### src/design/vcsp_pkg.sv
// Shared types, constants and helper functions of the voxel chunk stream parser.
// Used by the channel interfaces, the controller, the datapath and the top level.
package vcsp_pkg;

   // Field widths
   localparam int BYTE_W  = 8;
   localparam int WORD_W  = 32;
   localparam int CNT_W   = 11;
   localparam int DIM_W   = 9;
   localparam int MID_W   = 17;
   localparam int GI_W    = 25;
   localparam int SLOT_W  = 8;

   // Largest grid dimension a SIZE chunk may declare
   localparam logic [WORD_W-1:0] MAX_DIM = 32'd256;

   // Chunk and magic tags, first file byte in bits 7..0
   localparam logic [WORD_W-1:0] TAG_VOX  = 32'h2058_4F56;
   localparam logic [WORD_W-1:0] TAG_MAIN = 32'h4E49_414D;
   localparam logic [WORD_W-1:0] TAG_SIZE = 32'h455A_4953;
   localparam logic [WORD_W-1:0] TAG_XYZI = 32'h495A_5958;
   localparam logic [WORD_W-1:0] TAG_RGBA = 32'h4142_4752;

   // Byte counts of headers and bodies
   localparam logic [WORD_W-1:0] HDR_BYTES  = 32'd12;
   localparam logic [WORD_W-1:0] SIZE_BYTES = 32'd12;
   localparam logic [WORD_W-1:0] XYZI_MIN   = 32'd4;
   localparam logic [WORD_W-1:0] PAL_BYTES  = 32'd1024;

   // Result kinds
   typedef enum logic [2:0] {
      K_SIZES   = 3'd0,
      K_CLEAR   = 3'd1,
      K_WRITE   = 3'd2,
      K_PALETTE = 3'd3,
      K_OK      = 3'd4,
      K_ERROR   = 3'd5
   } kind_type;

   // Parse phases
   typedef enum logic [3:0] {
      PH_MAGIC, PH_VERSION, PH_MAIN_ID, PH_MAIN_HDR, PH_MAIN_SKIP, PH_CHUNK_HDR,
      PH_SIZE, PH_XCOUNT, PH_XREC, PH_RGBA, PH_SKIPC, PH_SKIPK, PH_DONE, PH_DEAD
   } phase_type;

   // Controller states
   typedef enum logic [2:0] {
      C_IDLE, C_MUL1, C_MUL2, C_OUT_PARSE, C_OUT_STATUS
   } ctrl_state_type;

   // Controller to datapath
   typedef struct packed {
      logic step;
      logic mul1;
      logic mul2;
      logic sel_status;
      logic clear;
   } ctrl_cmd_type;

   // Datapath to controller
   typedef struct packed {
      logic par;
      logic mul;
      logic last;
      logic pend_last;
   } dp_stat_type;

   // Count down, stopping at zero
   function automatic logic [WORD_W-1:0] sat_dec(logic [WORD_W-1:0] v);
      return (v != '0) ? v - 32'd1 : v;
   endfunction

   // Start the next child chunk if a full header still fits in the region
   function automatic phase_type chunk_start(logic [WORD_W-1:0] main_left);
      return (main_left >= HDR_BYTES) ? PH_CHUNK_HDR : PH_DONE;
   endfunction

   // Skip leftover content, then sub-chunks, then move on
   function automatic phase_type fin_content(logic [WORD_W-1:0] content_left,
                                             logic [WORD_W-1:0] children_left,
                                             logic [WORD_W-1:0] main_left);
      phase_type ph;
      if (content_left != '0) begin
         ph = PH_SKIPC;
      end else if (children_left != '0) begin
         ph = PH_SKIPK;
      end else begin
         ph = chunk_start(main_left);
      end
      return ph;
   endfunction

endpackage

### src/design/vcsp_if.sv
// Valid/ready channel interfaces for file bytes in and parse results out.
// Depends on vcsp_pkg for field widths and the result kind type.
interface vcsp_req_if import vcsp_pkg::*; ();
   logic              valid;
   logic              ready;
   logic [BYTE_W-1:0] byte_req;
   logic              last;

   modport source (output valid, output byte_req, output last, input ready);
   modport sink   (input valid, input byte_req, input last, output ready);
endinterface

interface vcsp_rsp_if import vcsp_pkg::*; ();
   logic              valid;
   logic              ready;
   kind_type          kind;
   logic [GI_W-1:0]   grid_index;
   logic [WORD_W-1:0] color;
   logic [SLOT_W-1:0] palette_index;
   logic [DIM_W-1:0]  size_x;
   logic [DIM_W-1:0]  size_y;
   logic [DIM_W-1:0]  size_z;
   logic              palette_seen;
   logic              end_of_run;

   modport source (output valid, output kind, output grid_index, output color,
                   output palette_index, output size_x, output size_y, output size_z,
                   output palette_seen, output end_of_run, input ready);
   modport sink   (input valid, input kind, input grid_index, input color,
                   input palette_index, input size_x, input size_y, input size_z,
                   input palette_seen, input end_of_run, output ready);
endinterface

### src/design/vox_chunk_stream_parser_unit.sv
// Voxel chunk stream parser: one file byte a beat in, grid and palette results out.
// Each byte is registered on accept; a sizes or palette beat shows in the cycle after accept,
// a grid clear or voxel write after its two registered multiply stages; a status beat comes
// in the cycle after accept, or in the cycle after the parse beat of the same byte is taken.
// Throughput: one byte per cycle for silent bytes; a byte with results holds the input
// until its beats are taken, multiply passes and status beat included. Synchronous
// active-high reset returns the parser to the magic check; it also returns there after
// each final status beat.
module vox_chunk_stream_parser_unit import vcsp_pkg::*; #(
   parameter logic [WORD_W-1:0] MAX_DIM = vcsp_pkg::MAX_DIM
) (
   input logic          clock,
   input logic          reset,
   vcsp_req_if.sink     req_bus,
   vcsp_rsp_if.source   rsp_bus
);

   ctrl_cmd_type cmd;
   dp_stat_type  stat;

   // Sequencer
   vcsp_ctrl u_ctrl (
      .clock     (clock),
      .reset     (reset),
      .req_valid (req_bus.valid),
      .req_ready (req_bus.ready),
      .rsp_valid (rsp_bus.valid),
      .rsp_ready (rsp_bus.ready),
      .stat      (stat),
      .cmd       (cmd)
   );

   // Parse datapath
   vcsp_dp #(
      .MAX_DIM (MAX_DIM)
   ) u_dp (
      .clock             (clock),
      .reset             (reset),
      .cmd               (cmd),
      .stat              (stat),
      .req_byte          (req_bus.byte_req),
      .req_last          (req_bus.last),
      .rsp_kind          (rsp_bus.kind),
      .rsp_grid_index    (rsp_bus.grid_index),
      .rsp_color         (rsp_bus.color),
      .rsp_palette_index (rsp_bus.palette_index),
      .rsp_size_x        (rsp_bus.size_x),
      .rsp_size_y        (rsp_bus.size_y),
      .rsp_size_z        (rsp_bus.size_z),
      .rsp_palette_seen  (rsp_bus.palette_seen),
      .rsp_end_of_run    (rsp_bus.end_of_run)
   );

endmodule

### src/design/vcsp_ctrl.sv
// Sequencing state machine: byte accept, two multiply passes, result beats.
// Depends on vcsp_pkg for the state, command and status types.
module vcsp_ctrl import vcsp_pkg::*; (
   input  logic         clock,
   input  logic         reset,
   input  logic         req_valid,
   output logic         req_ready,
   output logic         rsp_valid,
   input  logic         rsp_ready,
   input  dp_stat_type  stat,
   output ctrl_cmd_type cmd
);

   ctrl_state_type state_ff, state_in;

   // Advance the state
   always_ff @(posedge clock) begin
      if (reset) begin
         state_ff <= C_IDLE;
      end else begin
         state_ff <= state_in;
      end
   end

   // Next state
   always_comb begin
      state_in = state_ff;
      case (state_ff)
         C_IDLE: begin
            if (req_valid) begin
               if (stat.mul) begin
                  state_in = C_MUL1;
               end else if (stat.par) begin
                  state_in = C_OUT_PARSE;
               end else if (stat.last) begin
                  state_in = C_OUT_STATUS;
               end
            end
         end
         C_MUL1: state_in = C_MUL2;
         C_MUL2: state_in = C_OUT_PARSE;
         C_OUT_PARSE: begin
            if (rsp_ready) begin
               state_in = stat.pend_last ? C_OUT_STATUS : C_IDLE;
            end
         end
         C_OUT_STATUS: begin
            if (rsp_ready) begin
               state_in = C_IDLE;
            end
         end
         default: state_in = C_IDLE;
      endcase
   end

   // Handshake and datapath commands
   always_comb begin
      req_ready      = (state_ff == C_IDLE);
      rsp_valid      = (state_ff == C_OUT_PARSE) || (state_ff == C_OUT_STATUS);
      cmd.step       = (state_ff == C_IDLE) && req_valid;
      cmd.mul1       = (state_ff == C_MUL1);
      cmd.mul2       = (state_ff == C_MUL2);
      cmd.sel_status = (state_ff == C_OUT_STATUS);
      cmd.clear      = (state_ff == C_OUT_STATUS) && rsp_ready;
   end

   // Status beat only follows a byte marked last
   a_status_needs_last: assert property (@(posedge clock) disable iff (reset)
      (state_ff == C_OUT_STATUS) |-> stat.pend_last)
      else $error("status beat without a last byte");

endmodule

### src/design/vcsp_dp.sv
// Parse datapath: byte decode, chunk counters, grid dims, index multiplier,
// pending result registers. Depends on vcsp_pkg; driven by vcsp_ctrl commands.
module vcsp_dp import vcsp_pkg::*; #(
   parameter logic [WORD_W-1:0] MAX_DIM = vcsp_pkg::MAX_DIM
) (
   input  logic              clock,
   input  logic              reset,
   input  ctrl_cmd_type      cmd,
   output dp_stat_type       stat,
   input  logic [BYTE_W-1:0] req_byte,
   input  logic              req_last,
   output kind_type          rsp_kind,
   output logic [GI_W-1:0]   rsp_grid_index,
   output logic [WORD_W-1:0] rsp_color,
   output logic [SLOT_W-1:0] rsp_palette_index,
   output logic [DIM_W-1:0]  rsp_size_x,
   output logic [DIM_W-1:0]  rsp_size_y,
   output logic [DIM_W-1:0]  rsp_size_z,
   output logic              rsp_palette_seen,
   output logic              rsp_end_of_run
);

   // Parse state
   phase_type         phase_ff, phase_in;
   logic [CNT_W-1:0]  fbc_ff, fbc_in;
   logic [WORD_W-1:0] word_ff, word_in;
   logic [WORD_W-1:0] tag_ff, tag_in;
   logic [WORD_W-1:0] content_ff, content_in;
   logic [WORD_W-1:0] children_ff, children_in;
   logic [WORD_W-1:0] main_ff, main_in;
   logic [WORD_W-1:0] voxels_ff, voxels_in;
   logic [DIM_W-1:0]  dim_x_ff, dim_x_in;
   logic [DIM_W-1:0]  dim_y_ff, dim_y_in;
   logic [DIM_W-1:0]  dim_z_ff, dim_z_in;
   logic              grid_ff, grid_in;
   logic              pal_ff, pal_in;
   logic              err_ff, err_in;

   // Pending result
   logic              pend_par_ff, pend_par_in;
   logic              pend_last_ff;
   kind_type          pend_kind_ff, pend_kind_in;
   kind_type          pend_stat_ff, pend_stat_in;
   logic [WORD_W-1:0] pend_color_ff, pend_color_in;
   logic [SLOT_W-1:0] pend_slot_ff, pend_slot_in;
   logic [BYTE_W-1:0] pend_vx_ff, pend_vy_ff, pend_vz_ff;
   logic [MID_W-1:0]  mid_ff, mid_in;
   logic [GI_W-1:0]   gi_ff, gi_in;

   logic              short_hdr;
   logic              ok;
   logic              is_clear;
   logic [DIM_W-1:0]  m1_a, m1_b, m2_a;
   logic [BYTE_W-1:0] m1_add, m2_add;
   logic [2*DIM_W-1:0] m1_prod;
   logic [DIM_W+MID_W-1:0] m2_prod;

   // Decode one byte: next parse state and the result it causes
   always_comb begin
      phase_in      = phase_ff;
      fbc_in        = fbc_ff;
      word_in       = {req_byte, word_ff[WORD_W-1:BYTE_W]};
      tag_in        = tag_ff;
      content_in    = content_ff;
      children_in   = children_ff;
      main_in       = main_ff;
      voxels_in     = voxels_ff;
      dim_x_in      = dim_x_ff;
      dim_y_in      = dim_y_ff;
      dim_z_in      = dim_z_ff;
      grid_in       = grid_ff;
      pal_in        = pal_ff;
      err_in        = err_ff;
      pend_par_in   = 1'b0;
      pend_kind_in  = K_SIZES;
      pend_color_in = '0;
      pend_slot_in  = '0;

      case (phase_ff)
         PH_MAGIC: begin
            fbc_in = fbc_ff + 11'd1;
            if (fbc_in == 11'd4) begin
               if (word_in != TAG_VOX) begin
                  err_in   = 1'b1;
                  phase_in = PH_DEAD;
               end else begin
                  phase_in = PH_VERSION;
                  fbc_in   = '0;
               end
            end
         end
         PH_VERSION: begin
            fbc_in = fbc_ff + 11'd1;
            if (fbc_in == 11'd4) begin
               phase_in = PH_MAIN_ID;
               fbc_in   = '0;
            end
         end
         PH_MAIN_ID: begin
            fbc_in = fbc_ff + 11'd1;
            if (fbc_in == 11'd4) begin
               if (word_in != TAG_MAIN) begin
                  err_in   = 1'b1;
                  phase_in = PH_DEAD;
               end else begin
                  phase_in = PH_MAIN_HDR;
                  fbc_in   = '0;
               end
            end
         end
         PH_MAIN_HDR: begin
            fbc_in = fbc_ff + 11'd1;
            if (fbc_in == 11'd4) begin
               content_in = word_in;
            end
            if (fbc_in == 11'd8) begin
               main_in = word_in;
               if (content_in != '0) begin
                  phase_in = PH_MAIN_SKIP;
               end else begin
                  fbc_in   = '0;
                  phase_in = chunk_start(main_in);
               end
            end
         end
         PH_MAIN_SKIP: begin
            content_in = sat_dec(content_ff);
            if (content_in == '0) begin
               fbc_in   = '0;
               phase_in = chunk_start(main_in);
            end
         end
         PH_CHUNK_HDR: begin
            main_in = sat_dec(main_ff);
            fbc_in  = fbc_ff + 11'd1;
            if (fbc_in == 11'd4) begin
               tag_in = word_in;
            end else if (fbc_in == 11'd8) begin
               content_in = word_in;
            end else if (fbc_in == 11'd12) begin
               children_in = word_in;
               fbc_in      = '0;
               if (tag_ff == TAG_SIZE && content_ff >= SIZE_BYTES) begin
                  phase_in = PH_SIZE;
               end else if (tag_ff == TAG_XYZI && content_ff >= XYZI_MIN) begin
                  phase_in = PH_XCOUNT;
               end else if (tag_ff == TAG_RGBA && content_ff >= PAL_BYTES) begin
                  phase_in = PH_RGBA;
               end else begin
                  phase_in = fin_content(content_in, children_in, main_in);
               end
            end
         end
         PH_SIZE: begin
            content_in = sat_dec(content_ff);
            main_in    = sat_dec(main_ff);
            fbc_in     = fbc_ff + 11'd1;
            if (fbc_in[1:0] == 2'd0) begin
               if (word_in > MAX_DIM) begin
                  err_in   = 1'b1;
                  phase_in = PH_DEAD;
               end else begin
                  case (fbc_in[3:2])
                     2'd1:    dim_x_in = word_in[DIM_W-1:0];
                     2'd2:    dim_y_in = word_in[DIM_W-1:0];
                     default: dim_z_in = word_in[DIM_W-1:0];
                  endcase
                  if (fbc_in == 11'd12) begin
                     pend_par_in  = 1'b1;
                     pend_kind_in = K_SIZES;
                     fbc_in       = '0;
                     phase_in     = fin_content(content_in, children_in, main_in);
                  end
               end
            end
         end
         PH_XCOUNT: begin
            content_in = sat_dec(content_ff);
            main_in    = sat_dec(main_ff);
            fbc_in     = fbc_ff + 11'd1;
            if (fbc_in == 11'd4) begin
               voxels_in = (word_in < {2'b00, content_in[WORD_W-1:2]})
                           ? word_in : {2'b00, content_in[WORD_W-1:2]};
               grid_in      = (dim_x_ff != '0) && (dim_y_ff != '0) && (dim_z_ff != '0);
               pend_par_in  = 1'b1;
               pend_kind_in = K_CLEAR;
               fbc_in       = '0;
               if (voxels_in != '0) begin
                  phase_in = PH_XREC;
               end else begin
                  phase_in = fin_content(content_in, children_in, main_in);
               end
            end
         end
         PH_XREC: begin
            content_in = sat_dec(content_ff);
            main_in    = sat_dec(main_ff);
            fbc_in     = fbc_ff + 11'd1;
            if (fbc_in == 11'd4) begin
               fbc_in = '0;
               if ({1'b0, word_in[7:0]} < dim_x_ff && {1'b0, word_in[15:8]} < dim_y_ff &&
                   {1'b0, word_in[23:16]} < dim_z_ff && word_in[31:24] != '0) begin
                  pend_par_in   = 1'b1;
                  pend_kind_in  = K_WRITE;
                  pend_color_in = {24'd0, word_in[31:24]};
               end
               voxels_in = sat_dec(voxels_ff);
               if (voxels_in == '0) begin
                  phase_in = fin_content(content_in, children_in, main_in);
               end
            end
         end
         PH_RGBA: begin
            content_in = sat_dec(content_ff);
            main_in    = sat_dec(main_ff);
            fbc_in     = fbc_ff + 11'd1;
            if (fbc_in[1:0] == 2'd0) begin
               pend_par_in   = 1'b1;
               pend_kind_in  = K_PALETTE;
               pend_color_in = word_in;
               pend_slot_in  = fbc_in[SLOT_W+1:2] - 8'd1;
               if ({21'd0, fbc_in} >= PAL_BYTES) begin
                  pal_in   = 1'b1;
                  fbc_in   = '0;
                  phase_in = fin_content(content_in, children_in, main_in);
               end
            end
         end
         PH_SKIPC: begin
            content_in = sat_dec(content_ff);
            main_in    = sat_dec(main_ff);
            phase_in   = fin_content(content_in, children_in, main_in);
         end
         PH_SKIPK: begin
            children_in = sat_dec(children_ff);
            main_in     = sat_dec(main_ff);
            if (children_in == '0) begin
               fbc_in   = '0;
               phase_in = chunk_start(main_in);
            end
         end
         default: begin
         end
      endcase
   end

   // Final status from the state after this byte
   always_comb begin
      short_hdr    = phase_in inside {PH_MAGIC, PH_VERSION, PH_MAIN_ID, PH_MAIN_HDR};
      ok           = !err_in && !short_hdr && (dim_x_in != '0) && grid_in;
      pend_stat_in = ok ? K_OK : K_ERROR;
   end

   // Status toward the controller
   always_comb begin
      stat.par       = pend_par_in;
      stat.mul       = pend_par_in && (pend_kind_in == K_CLEAR || pend_kind_in == K_WRITE);
      stat.last      = req_last;
      stat.pend_last = pend_last_ff;
   end

   // Update parse state on a byte; drop back to reset after the status beat
   always_ff @(posedge clock) begin
      if (reset || cmd.clear) begin
         phase_ff    <= PH_MAGIC;
         fbc_ff      <= '0;
         word_ff     <= '0;
         tag_ff      <= '0;
         content_ff  <= '0;
         children_ff <= '0;
         main_ff     <= '0;
         voxels_ff   <= '0;
         dim_x_ff    <= '0;
         dim_y_ff    <= '0;
         dim_z_ff    <= '0;
         grid_ff     <= 1'b0;
         pal_ff      <= 1'b0;
         err_ff      <= 1'b0;
         pend_par_ff <= 1'b0;
         pend_last_ff <= 1'b0;
      end else if (cmd.step) begin
         phase_ff    <= phase_in;
         fbc_ff      <= fbc_in;
         word_ff     <= word_in;
         tag_ff      <= tag_in;
         content_ff  <= content_in;
         children_ff <= children_in;
         main_ff     <= main_in;
         voxels_ff   <= voxels_in;
         dim_x_ff    <= dim_x_in;
         dim_y_ff    <= dim_y_in;
         dim_z_ff    <= dim_z_in;
         grid_ff     <= grid_in;
         pal_ff      <= pal_in;
         err_ff      <= err_in;
         pend_par_ff <= pend_par_in;
         pend_last_ff <= req_last;
      end
   end

   // Hold the pending result payload
   always_ff @(posedge clock) begin
      if (cmd.step) begin
         pend_kind_ff  <= pend_kind_in;
         pend_stat_ff  <= pend_stat_in;
         pend_color_ff <= pend_color_in;
         pend_slot_ff  <= pend_slot_in;
         pend_vx_ff    <= word_in[7:0];
         pend_vy_ff    <= word_in[15:8];
         pend_vz_ff    <= word_in[23:16];
      end
   end

   // Multiplier operands: clear is x*y then *z, write is y + sy*z then x + sx*t
   always_comb begin
      is_clear = (pend_kind_ff == K_CLEAR);
      m1_a     = is_clear ? dim_x_ff : dim_y_ff;
      m1_b     = is_clear ? dim_y_ff : {1'b0, pend_vz_ff};
      m1_add   = is_clear ? '0 : pend_vy_ff;
      m2_a     = is_clear ? dim_z_ff : dim_x_ff;
      m2_add   = is_clear ? '0 : pend_vx_ff;
      m1_prod  = m1_a * m1_b;
      m2_prod  = m2_a * mid_ff;
      mid_in   = MID_W'(m1_prod + {10'd0, m1_add});
      gi_in    = GI_W'(m2_prod + {18'd0, m2_add});
   end

   // First pass into mid, second into the grid index; clear it on a new byte
   always_ff @(posedge clock) begin
      if (cmd.mul1) begin
         mid_ff <= mid_in;
      end
      if (cmd.step) begin
         gi_ff <= '0;
      end else if (cmd.mul2) begin
         gi_ff <= gi_in;
      end
   end

   // Result beat payload
   always_comb begin
      rsp_kind          = cmd.sel_status ? pend_stat_ff : pend_kind_ff;
      rsp_grid_index    = cmd.sel_status ? '0 : gi_ff;
      rsp_color         = cmd.sel_status ? '0 : pend_color_ff;
      rsp_palette_index = cmd.sel_status ? '0 : pend_slot_ff;
      rsp_size_x        = dim_x_ff;
      rsp_size_y        = dim_y_ff;
      rsp_size_z        = dim_z_ff;
      rsp_palette_seen  = pal_ff;
      rsp_end_of_run    = cmd.sel_status || !pend_last_ff;
   end

   // An error parks the parser until the file ends
   a_err_dead: assert property (@(posedge clock) disable iff (reset)
      err_ff |-> (phase_ff == PH_DEAD))
      else $error("error flag set outside the dead phase");

   // A voxel write only follows a grid clear with a nonzero cell count
   a_write_grid: assert property (@(posedge clock) disable iff (reset)
      (pend_par_ff && pend_kind_ff == K_WRITE) |-> grid_ff)
      else $error("voxel write without a grid");

   // The last palette slot marks the palette as seen
   a_pal_seen: assert property (@(posedge clock) disable iff (reset)
      (pend_par_ff && pend_kind_ff == K_PALETTE && pend_slot_ff == 8'hFF) |-> pal_ff)
      else $error("last palette slot without palette flag");

endmodule

### src/flat_wrapper.sv
// flat-port wrapper written by rule: the top's interface ports become plain ports
module vox_chunk_stream_parser_unit_flat import vcsp_pkg::*;
#(
   parameter logic [WORD_W-1:0] MAX_DIM = vcsp_pkg::MAX_DIM
)
  (clock, reset, req_bus_valid, req_bus_byte_req, req_bus_last, req_bus_ready, rsp_bus_valid, rsp_bus_kind, rsp_bus_grid_index, rsp_bus_color, rsp_bus_palette_index, rsp_bus_size_x, rsp_bus_size_y, rsp_bus_size_z, rsp_bus_palette_seen, rsp_bus_end_of_run, rsp_bus_ready);
  vcsp_req_if req_bus_i ();
  vcsp_rsp_if rsp_bus_i ();
  input logic clock;
  input logic reset;
  input wire logic [$bits(req_bus_i.valid)-1:0] req_bus_valid;
  input wire logic [$bits(req_bus_i.byte_req)-1:0] req_bus_byte_req;
  input wire logic [$bits(req_bus_i.last)-1:0] req_bus_last;
  output wire logic [$bits(req_bus_i.ready)-1:0] req_bus_ready;
  output wire logic [$bits(rsp_bus_i.valid)-1:0] rsp_bus_valid;
  output wire logic [$bits(rsp_bus_i.kind)-1:0] rsp_bus_kind;
  output wire logic [$bits(rsp_bus_i.grid_index)-1:0] rsp_bus_grid_index;
  output wire logic [$bits(rsp_bus_i.color)-1:0] rsp_bus_color;
  output wire logic [$bits(rsp_bus_i.palette_index)-1:0] rsp_bus_palette_index;
  output wire logic [$bits(rsp_bus_i.size_x)-1:0] rsp_bus_size_x;
  output wire logic [$bits(rsp_bus_i.size_y)-1:0] rsp_bus_size_y;
  output wire logic [$bits(rsp_bus_i.size_z)-1:0] rsp_bus_size_z;
  output wire logic [$bits(rsp_bus_i.palette_seen)-1:0] rsp_bus_palette_seen;
  output wire logic [$bits(rsp_bus_i.end_of_run)-1:0] rsp_bus_end_of_run;
  input wire logic [$bits(rsp_bus_i.ready)-1:0] rsp_bus_ready;
  assign req_bus_i.valid = req_bus_valid;
  assign req_bus_i.byte_req = req_bus_byte_req;
  assign req_bus_i.last = req_bus_last;
  assign req_bus_ready = req_bus_i.ready;
  assign rsp_bus_valid = rsp_bus_i.valid;
  assign rsp_bus_kind = rsp_bus_i.kind;
  assign rsp_bus_grid_index = rsp_bus_i.grid_index;
  assign rsp_bus_color = rsp_bus_i.color;
  assign rsp_bus_palette_index = rsp_bus_i.palette_index;
  assign rsp_bus_size_x = rsp_bus_i.size_x;
  assign rsp_bus_size_y = rsp_bus_i.size_y;
  assign rsp_bus_size_z = rsp_bus_i.size_z;
  assign rsp_bus_palette_seen = rsp_bus_i.palette_seen;
  assign rsp_bus_end_of_run = rsp_bus_i.end_of_run;
  assign rsp_bus_i.ready = rsp_bus_ready;
  vox_chunk_stream_parser_unit #(.MAX_DIM(MAX_DIM)) u_core (.clock(clock), .reset(reset), .req_bus(req_bus_i), .rsp_bus(rsp_bus_i));
endmodule
### config.mk
export PLATFORM = sky130hd
export DESIGN_NAME = vox_chunk_stream_parser_unit_flat
export DESIGN_NICKNAME = d
export VERILOG_FILES = /design/src/design/vcsp_pkg.sv /design/src/design/vcsp_if.sv /design/src/design/vox_chunk_stream_parser_unit.sv /design/src/design/vcsp_ctrl.sv /design/src/design/vcsp_dp.sv /design/src/flat_wrapper.sv
export SDC_FILE = /design/constraint.sdc
export NUM_CORES = 2
export LEC_CHECK = 0
export ABC_CLOCK_PERIOD_IN_PS = 8800
export BUFFER_PORTS_ARGS = -buffer_cell sky130_fd_sc_hd__buf_2
export CORE_MARGIN = 5
export CORE_UTILIZATION = 64
export CTS_CLUSTER_SIZE = 30
export DETAILED_ROUTE_END_ITERATION = 12
export PLACE_DENSITY = 0.82
export SLEW_MARGIN = 20
export SYNTH_ARGS = -nofsm -noshare
export SYNTH_HDL_FRONTEND = slang
export SYNTH_SLANG_ARGS = --single-unit
### constraint.sdc
create_clock -name clock -period 8.8 [get_ports clock]
set_input_delay 1.76 -clock clock [delete_from_list [all_inputs] [get_ports clock]]
set_output_delay 1.76 -clock clock [all_outputs]
set_load 0.01 [all_outputs]
==> run_summary.xml <==
<?xml version="1.0" encoding="UTF-8"?>
<metrics>
  <group name="min_path">
    <metric name="worst_hold_path_depth" unit="">2</metric>
    <metric name="worst_hold_path_type" unit="">register to register</metric>
    <metric name="hp-start" unit="">u_core.u_dp.gi_ff[12]</metric>
    <metric name="whs_endpoint" unit="">u_core.u_dp.gi_ff[12]</metric>
  </group>
  <group name="final_layout">
    <metric name="postLayoutCellArea" unit="um^2">31300</metric>
    <metric name="finish.net_count" unit="">4042</metric>
    <metric name="drive_above_1_share" unit="%">8.15</metric>
    <metric name="fill_cells" unit="">3707</metric>
    <metric name="mostFrequentLayoutCells" unit="">sky130_fd_sc_hd__nand2_1, sky130_fd_sc_hd__nor2_1, sky130_fd_sc_hd__a21oi_1</metric>
    <metric name="antenna_cells_inserted" unit="">0</metric>
    <metric name="post-route-util" unit="%">69.3</metric>
    <metric name="final_cells" unit="">4319</metric>
    <metric name="area.growth.synth_to_final" unit="%">7.83</metric>
    <metric name="final_common_cell" unit="">sky130_fd_sc_hd__nand2_1</metric>
  </group>
  <group name="detailed_routing">
    <metric name="detailroute.via_count" unit="">27901</metric>
    <metric name="drt_iter0_drc" unit="">3544</metric>
    <metric name="detail_route.first_pass.iterations" unit="">7</metric>
    <metric name="finalWirelength" unit="um">91900</metric>
    <metric name="mean_routed_wirelength_per_cell" unit="um">21.3</metric>
    <metric name="ant_nets" unit="">0</metric>
    <metric name="avgViaCountPerCell" unit="">6.46</metric>
    <metric name="drc" unit="">0</metric>
  </group>
  <group name="worst_setup_path">
    <metric name="worst_ep_required_time" unit="ns">9.10</metric>
    <metric name="setup.reg_to_reg.worst_slack" unit="ns">1.86</metric>
    <metric name="timing.critical_path.max_delay_family" unit="">adder cells</metric>
    <metric name="r2r_start" unit="">u_core.u_dp.pend_kind_ff[0]</metric>
    <metric name="crit_start_category" unit="">register</metric>
    <metric name="critPathMaxStageDelay" unit="ns">0.59</metric>
    <metric name="regToRegEndpoint" unit="">u_core.u_dp.mid_ff[16]</metric>
    <metric name="rr_worst_depth" unit="">23</metric>
    <metric name="critical-path-slowest-cell" unit="">sky130_fd_sc_hd__o41ai_1</metric>
    <metric name="critical_path.max_fanout" unit="">54</metric>
    <metric name="arrival" unit="ns">7.24</metric>
    <metric name="timing_worst_setup_path_type" unit="">register to register</metric>
    <metric name="timing.critical_path.to_type" unit="">register</metric>
    <metric name="worst-path-buf-inv" unit="">5</metric>
    <metric name="cp_cell_sequence" unit="">nand2b_2, buf_4, nor2_1, a21oi_1, nor2_1, fa_1, inv_1, fa_1, inv_1, ha_1, inv_1, fa_1, inv_1, fa_1, ha_1, a21oi_1, nor2b_1, o21a_1, o31a_1, o41ai_1, o2111ai_1, a21oi_1, xnor2_1</metric>
  </group>
  <group name="placed_design">
    <metric name="portBuffers" unit="">111</metric>
    <metric name="hpwl" unit="um">65200</metric>
    <metric name="postPlaceCellArea" unit="um^2">30000</metric>
    <metric name="numPlacedInstances" unit="">4249</metric>
    <metric name="gp_routability_congestion" unit="">1.03</metric>
  </group>
  <group name="job">
    <metric name="max_cap_viol_count" unit="">0</metric>
  </group>
  <group name="logic_synthesis">
    <metric name="ys_seq_area_share" unit="%">26.5</metric>
    <metric name="yosys.cell_types.count" unit="">88</metric>
    <metric name="yosys_register_bits" unit="">342</metric>
    <metric name="synth-warning-count" unit="">0</metric>
    <metric name="synthesis.area_per_instance" unit="um^2">7.82</metric>
    <metric name="postSynthNetCount" unit="">4068</metric>
    <metric name="synthArstFlopShare" unit="%">0</metric>
    <metric name="gate_count_after_technology_mapping" unit="">3716</metric>
    <metric name="synth_flop_cell" unit="">sky130_fd_sc_hd__dfxtp_1</metric>
    <metric name="synth_edf_count" unit="">84</metric>
    <metric name="post_synth_instance_area" unit="um^2">29100</metric>
  </group>
  <group name="floorplan">
    <metric name="die-height" unit="um">223</metric>
    <metric name="fp.dieArea" unit="um^2">49800</metric>
    <metric name="rows" unit="">78</metric>
    <metric name="die_width" unit="um">223</metric>
    <metric name="floorplan.core_area" unit="um^2">45200</metric>
    <metric name="initial_core_utilization" unit="%">64.3</metric>
    <metric name="io-pin-count" unit="">112</metric>
  </group>
  <group name="grt">
    <metric name="grt_first_pass_wirelength" unit="um">144000</metric>
    <metric name="grt-ovfl-total" unit="">0</metric>
    <metric name="antenna_found_initial" unit="">2</metric>
    <metric name="grt_max_degree" unit="">89</metric>
    <metric name="grt_pass1_vias" unit="">25926</metric>
    <metric name="grt_use_total" unit="%">35.6</metric>
  </group>
  <group name="power">
    <metric name="totalPowerFinal" unit="mW">4.26</metric>
    <metric name="vdd_drop_max" unit="uV">171</metric>
    <metric name="power_leakage" unit="nW">13.7</metric>
    <metric name="p_per_area" unit="nW/um^2">136</metric>
  </group>
  <group name="cts">
    <metric name="cts.clk_slew.worst_paths" unit="ns">0.06</metric>
    <metric name="clock_tree.root_cell" unit="">sky130_fd_sc_hd__clkbuf_16</metric>
    <metric name="post_cts_hold_buffer_count" unit="">0</metric>
    <metric name="post_cts_buffers" unit="">0</metric>
    <metric name="cts_buffers" unit="">39</metric>
    <metric name="tritoncts" unit="">built</metric>
    <metric name="tritoncts_num_sinks" unit="">342</metric>
    <metric name="cts_max_level" unit="">2</metric>
    <metric name="clock_tree.buffer_depth" unit="">3</metric>
    <metric name="cts.repair.resized" unit="">0</metric>
    <metric name="clk_latency" unit="ns">0.57</metric>
  </group>
  <group name="timing">
    <metric name="max_slew.worst_pin.slew" unit="ns">1.14</metric>
    <metric name="final.setup.tns" unit="ns">0</metric>
    <metric name="setup_viol_count_final" unit="">0</metric>
    <metric name="max_freq" unit="GHz">0.144</metric>
    <metric name="hold_violations" unit="">0</metric>
    <metric name="grt_setup_unrepaired" unit="">no</metric>
    <metric name="finalClockSkew" unit="ns">0.0188</metric>
    <metric name="slew_headroom" unit="%">23.8</metric>
    <metric name="finalWorstPathRequiredPeriod" unit="ns">6.94</metric>
    <metric name="final.period_utilization" unit="%">78.9</metric>
    <metric name="report.final.slew_viol_count" unit="">0</metric>
  </group>
  <group name="outcome">
    <metric name="outcome" unit="">finished clean</metric>
  </group>
</metrics>
flip-flops by register name (all words and copies together) (netlist names), 11 cells and up:
signal and cells:
u_core.u_dp.pend_color_ff 32, u_core.u_dp.children_ff 32, u_core.u_dp.voxels_ff 32, u_core.u_dp.content_ff 32, u_core.u_dp.fbc_ff 11, u_core.u_dp.tag_ff 32
u_core.u_dp.gi_ff 25, u_core.u_dp.main_ff 32, u_core.u_dp.mid_ff 17, u_core.u_dp.word_ff 24
final cells by class:
cell class	count	area (um^2)	share of cell area (%)
clock inverter	11	118	0.375
timing repair buffer	172	1010	3.24
inverter	244	918	2.93
sequential	342	7690	24.5
clock buffer	59	1170	3.75
tap	600	751	2.40
multi-input combinational	2891	19700	62.8
how the worst max path moves through the flow:
stage                                 from                     end  slack (ns)  cells after the start
6_report       u_core.u_dp.pend_kind_ff[0]  u_core.u_dp.mid_ff[16]        1.86                     23
4_1_cts        u_core.u_dp.pend_kind_ff[0]   u_core.u_dp.gi_ff[23]        1.69                     23
3_5_place_dp   u_core.u_dp.pend_kind_ff[0]   u_core.u_dp.gi_ff[23]        1.67                     23
2_1_floorplan  u_core.u_dp.pend_kind_ff[0]   u_core.u_dp.gi_ff[23]        2.18                     27
3_3_place_gp   u_core.u_dp.pend_kind_ff[0]   u_core.u_dp.gi_ff[23]        1.84                     23
5_1_grt        u_core.u_dp.pend_kind_ff[0]  u_core.u_dp.mid_ff[15]        1.40                     25
logic make-up after synthesis:
logic type      after synthesis  synth area share [%]
compound gates              837                  17.8
xor+xnor                     81                  2.44
fa+ha+maj                   341                  18.9
buf+inv                     483                  6.31
flops                       342                  26.5
mux                          55                  1.91
simple gates               1577                  26.2
synthesized netlist by cell type, types with 32 or more instances:
cell / instances / area, um^2
sky130_fd_sc_hd__nand3_1: 87 / 435
sky130_fd_sc_hd__nand2_1: 470 / 1760
sky130_fd_sc_hd__a21o_1: 36 / 270
sky130_fd_sc_hd__clkbuf_1: 195 / 732
sky130_fd_sc_hd__nand4_1: 40 / 250
sky130_fd_sc_hd__xnor2_1: 60 / 526
sky130_fd_sc_hd__nand2b_1: 32 / 200
sky130_fd_sc_hd__o21ai_0: 175 / 876
sky130_fd_sc_hd__or3_1: 39 / 244
sky130_fd_sc_hd__nor3_1: 106 / 531
sky130_fd_sc_hd__inv_1: 244 / 916
sky130_fd_sc_hd__a21oi_1: 314 / 1570
sky130_fd_sc_hd__ha_1: 177 / 2210
sky130_fd_sc_hd__nor4_1: 57 / 357
sky130_fd_sc_hd__mux2i_1: 52 / 521
sky130_fd_sc_hd__nor2_1: 416 / 1560
sky130_fd_sc_hd__and2_1: 172 / 1080
sky130_fd_sc_hd__edfxtp_1: 84 / 2520
sky130_fd_sc_hd__buf_1: 33 / 124
sky130_fd_sc_hd__dfxtp_1: 258 / 5160
sky130_fd_sc_hd__a22oi_1: 45 / 338
sky130_fd_sc_hd__a211oi_1: 46 / 345
sky130_fd_sc_hd__fa_1: 162 / 3240
worst min-delay path: stages, from the launching register on:
cell and delay (ns):
sky130_fd_sc_hd__dfxtp_1 0.30, sky130_fd_sc_hd__nand2_1 0.05, sky130_fd_sc_hd__a21oi_1 0.05
layer usage:
metal	vias up	track usage, %	wire length [um]
li1	12854	-	-
met1	13183	45.6	35000
met2	1522	57.8	42300
met3	340	6.36	8730
met4	2	18.8	5820
met5	-	0	13
where the power goes:
group | switching (mW) | internal [mW] | total (mW)
clock network | 0.692 | 0.984 | 1.68
registers | 0.0304 | 1.65 | 1.68
logic | 0.631 | 0.277 | 0.907
stage by stage:
step           setup slack (ns)  hold WS [ns]
2_1_floorplan              2.18         0.417
3_3_place_gp               1.84         0.434
3_5_place_dp               1.67         0.441
4_1_cts                    1.69         0.447
5_1_grt                    1.40         0.462
6_report                   1.86         0.448
No activity file was read; power rests on OpenSTA's default activity.
